## src/rtl/hcd_pkg.sv

```systemverilog
// Shared types, constants and filter taps for the Harris corner detector.
package hcd_pkg;

  localparam int DEF_MAX_WIDTH  = 1024;
  localparam int DEF_MAX_HEIGHT = 1024;

  localparam int MIN_SIZE    = 13;
  localparam int MARGIN      = 6;        // half window, judged pixel offset
  localparam int POS_W       = 10;       // row / col field width
  localparam int FRAC        = 16;       // Q0.16
  localparam int THRESH_STEP = 2000000;

  localparam int PIX_W  = 8;
  localparam int GRAD_W = 12;
  localparam int XX_W   = 20;
  localparam int XY_W   = 21;
  localparam int ENT_W  = 2 * XX_W + XY_W;   // one stored (xx, xy, yy) triple
  localparam int NLINE  = 10;                // stored product lines
  localparam int NTAP   = 9;                 // nonzero Gaussian taps
  localparam int NHALF  = 5;
  localparam int TAP_W  = 22;                // signed smoothed value
  localparam int HLEN   = 10;                // horizontal shift line
  localparam int NSTAGE = 13;

  // symmetric Q0.16 taps, outermost first, center last
  localparam logic [15:0] GAUSS [NHALF] = '{16'd9, 16'd290, 16'd3538, 16'd15858, 16'd26145};

  typedef enum logic [1:0] {
    CFG_WIDTH  = 2'd0,
    CFG_HEIGHT = 2'd1,
    CFG_THRESH = 2'd2,
    CFG_K      = 2'd3
  } cfg_idx_e;

  typedef struct packed {
    logic             valid;
    logic             emit;
    logic             frame_end;
    logic [POS_W-1:0] row;
    logic [POS_W-1:0] col;
  } ctl_t;

endpackage

```

## src/rtl/hcd_gauss.sv

```systemverilog
// Nine-tap symmetric Gaussian: pre-add, constant multiply, sum and round.
module hcd_gauss import hcd_pkg::*; (
  input  logic                    clk_i,
  input  logic                    en_i,
  input  logic signed [TAP_W-1:0] tap_i [NTAP],
  output logic signed [TAP_W-1:0] res_o
);

  localparam int MW = TAP_W + 18;
  localparam int SW = MW + 3;

  logic signed [TAP_W:0]   pre_q [NHALF];
  logic signed [MW-1:0]    mul_q [NHALF];
  logic signed [SW-1:0]    sum_d, rnd_d;

  always_ff @(posedge clk_i) begin
    if (en_i) begin
      for (int k = 0; k < NHALF - 1; k++) begin
        pre_q[k] <= (TAP_W+1)'(tap_i[k]) + (TAP_W+1)'(tap_i[NTAP-1-k]);
      end
      pre_q[NHALF-1] <= (TAP_W+1)'(tap_i[NHALF-1]);
      for (int k = 0; k < NHALF; k++) begin
        mul_q[k] <= MW'(pre_q[k]) * MW'($signed({1'b0, GAUSS[k]}));
      end
      res_o <= rnd_d[TAP_W-1:0];
    end
  end

  // round half up: arithmetic shift of x + 0.5
  always_comb begin
    sum_d = SW'(1 << (FRAC - 1));
    for (int k = 0; k < NHALF; k++) begin
      sum_d = sum_d + SW'(mul_q[k]);
    end
    rnd_d = sum_d >>> FRAC;
  end

endmodule

```

## config.mk

```make
export PLATFORM = sky130hd
export DESIGN_NAME = hcd_gauss
export DESIGN_NICKNAME = d
export VERILOG_FILES = /design/src/rtl/hcd_pkg.sv /design/src/rtl/hcd_gauss.sv
export SDC_FILE = /design/constraint.sdc
export NUM_CORES = 2
export LEC_CHECK = 0
export BUFFER_PORTS_ARGS = -buffer_cell sky130_fd_sc_hd__buf_4
export CORE_ASPECT_RATIO = 1.1
export CORE_MARGIN = 2
export CORE_UTILIZATION = 55
export DETAILED_ROUTE_END_ITERATION = 8
export GPL_ROUTABILITY_DRIVEN = 0
export HOLD_SLACK_MARGIN = 0.15
export PLACE_DENSITY = 0.73
export SYNTH_ARGS = -nofsm -noshare
export SYNTH_HDL_FRONTEND = slang
export SYNTH_SLANG_ARGS = --single-unit
```

## constraint.sdc

```tcl
create_clock -name clk_i -period 8.56 [get_ports clk_i]
set_clock_uncertainty 0.2 [all_clocks]
set_input_delay 0.856 -clock clk_i [delete_from_list [all_inputs] [get_ports clk_i]]
set_output_delay 0.856 -clock clk_i [all_outputs]
set_load 0.03 [all_outputs]
```

==> flow_summary.yaml <==
status:
  result_of_the_run: "finished clean"
timing:
  timing.slew.headroom_pct: 32.73
  timing_hold_violations_final: 0
  fin_tns_setup_ps: 0
  layout_min_cycle_time_ps: 6319
  clock.fmax_ghz: 0.1583
  worst-slew-pin-transition_ps: 1009
  layout_worst_path_cycle_share_pct: 73.81
  timing_max_transition_violations_final: 0
  unrepaired_setup_endpoints_after_global_routing: "no"
  final-setup-viol-count: 0
die:
  floorplan.core_area_um2: 70580
  placementRows: 102
  die_h_um: 284.5
  die_w_um: 259.0
  floorplan.initialDensity_pct: 55.74
  die-area_um2: 73680
  ioPinCount: 222
grt:
  grt_first_pass_wirelength_um: 139800
  overflow: 0
  grt_antenna_before_repair: 3
  grt_pass1_vias: 27430
  grt_start_max_net_pins: 182
  track_usage_pct: 23.82
drt:
  detailroute.via_count: 26320
  drc: 0
  route.final.wire_length_um: 83960
  first_pass_iters: 5
  violation_count_after_the_first_detailed_routing_iteration: 1465
  final_antenna_net_count: 0
  route.detailed.wl_per_inst_um: 16.86
  route.detailed.vias_per_inst: 5.284
clocking:
  clock_tree.root_cell: "clkbuf_16"
  clkSlewWorstSetupHoldPaths_ps: 60
  cts_buffer_depth: 3
  quantity_of_hold_fixing_buffers_added_after_cts: 0
  tritoncts_clock_tree: "built"
  tritoncts.num_buffers: 38
  number_of_levels_in_the_clock_h_tree: 2
  clock_sink_count: 306
  insertion_delay_ps: 570
  post_cts_buffers: 0
  post_cts_sizing: 0
flow_run:
  timing.max_cap.violations: 0
synthesis:
  post_synth_fa_ha_maj_area_fraction_pct: 44.31
  synthXorXnorAreaFrac_pct: 5.967
  yosys_register_bits: 306
  synth-edff-count: 306
  synth.net_count: 5088
  post_synth.cell_area_avg_um2: 10.38
  synth_compound_area_share_pct: 11.99
  synthArstFlopShare_pct: 0
  yosysSeqAreaShare_pct: 23.36
  synthTopCellsByArea: "fa_1 25%, edfxtp_1 23%, ha_1 20%, inv_1 8.4%, xnor2_1 3.9%"
  postSynth.topFlopCell: "edfxtp_1"
  syn_inst: 3788
  yosysTopAreaCell: "fa_1"
  combinational_family_with_the_most_area_after_synthesis: "adder cells"
  synth_cell_type_count: 74
  synth_top_area_share_pct: 24.73
  yosys.area_share.simple_pct: 5.420
  yosys-mux-area-fraction_pct: 0.1813
  yosysWarningCount: 0
  post_synth_instance_area_um2: 39340
cells_and_area:
  final_cell_mix: "880 x inv_1, 614 x ha_1, 486 x fa_1"
  layout.cells.most_common: "inv_1"
  nets: 5314
  multiInputGateArea_um2: 26700
  drive_gt1_share_pct: 7.888
  fillers: 5790
  utilization_pct: 61.50
  syn_to_final_growth_pct: 10.33
  area.sequential_um2: 9189
  final_cell_area_um2: 43400
placed_design:
  post-dp-hpwl_um: 70430
  post_dp_cell_area_um2: 42070
  portBuffers: 221
setup_path:
  cp.buffers_inverters: 4
  worst-r2r-setup-slack_ps: 2240
  rr_worst_depth: 19
  worstReg2RegStart: "pre_q[0][81]"
  crit_path_cell_chain: "fa_1, inv_1, fa_1, inv_1, fa_1, fa_1, fa_1, inv_1, fa_1, inv_1, ha_1, and3_1, a311oi_1, a21oi_1, a2111oi_2, o21bai_1, a211o_1, a21oi_2, xnor2_1"
  slowest_delay_ps: 590
  worstReg2RegEnd: "mul_q[0][156]"
  cpLargestDelayFamily: "adder cells"
  critPathRequiredTime_ps: 8680
  worst-endpoint-arrival_ps: 6440
  critical_path.slowest_cell: "fa_1"
  setup.worst_path.end_class: "flop"
  crit_top_cell: "fa_1"
  worstPathMaxFanout: 6
  critical_path_class: "flop to flop"
  timing.critical_path.from_type: "flop"
hold_path:
  whs_path_depth: 1
  timing.hold.worst_endpoint: "pre_q[0][103]"
  worstHoldStart: "tap_i[99]"
  worst_hold_path_class: "input pin to flop"
==> worst max-delay path by stage <==
stage / start / end / slack (ps) / depth (start not counted)
after global placement: pre_q[0][81] / mul_q[0][154] / 2290 / 20
final: pre_q[0][81] / mul_q[0][156] / 2240 / 19
after detailed placement: pre_q[0][81] / mul_q[0][156] / 2280 / 19
after global routing: pre_q[0][81] / mul_q[0][154] / 1950 / 20
after CTS: pre_q[0][81] / mul_q[0][156] / 2250 / 19
after floorplan: pre_q[0][91] / mul_q[0][159] / 2370 / 20
==> cell type report <==
cell class                      count  share of cell area (%)
Multi-Input combinational cell   2563                   61.52
Sequential cell                   306                   21.17
Inverter                          881                   7.620
Timing Repair Buffer              224                   3.921
Tap cell                          936                   2.698
Clock buffer                       41                   2.217
Clock inverter                     29                  0.8476
Antenna cell                        1                0.005766
==> sequential cells by signal, indices dropped and copies added, names as in the netlist <==
signal,count
pre_q,114
mul_q,170
res_o,22
==> cell usage after synthesis, types with 20 or more instances <==
cell type	n
inv_1	880
ha_1	614
fa_1	486
edfxtp_1	306
a21oi_1	239
xnor2_1	177
nand2_1	134
nor2_1	128
a21o_1	122
o21ai_0	111
xor2_1	91
nand3_1	40
clkbuf_1	35
a211oi_1	32
o21bai_1	31
o21a_1	30
nor2b_1	25
nor3_1	25
a31oi_1	21
and3_1	20
nand4_1	20
==> cells by family (layout without fill, tap and decap cells) <==
group | after synthesis | in the layout
mux | 7 | 7
fa+ha+maj | 1102 | 1102
other cells | 0 | 1
flops | 306 | 306
compound gates | 730 | 730
simple gates | 456 | 456
buf+inv | 919 | 1175
xor+xnor | 268 | 268
==> metrics by stage <==
stage,cells,hold slack [ps],setup slack (ps)
after floorplan,3788,233.4,2370
after global placement,4910,248.4,2288
after detailed placement,4910,246.8,2282
after CTS,4980,222.8,2255
after global routing,4980,223.5,1950
final,4981,257.2,2241
==> routing by layer <==
layer / wire length (µm) / up-vias / global-route usage (%)
li1: - / 13060 / -
met1: 37200 / 12650 / 32.06
met2: 41050 / 507 / 40.85
met3: 3665 / 106 / 2.880
met4: 2032 / 2 / 6.026
met5: 13 / - / 0
Power is left out: the tool's default activity adds up to more than one toggle a clock period on the data nets, which glitch-free logic cannot reach.
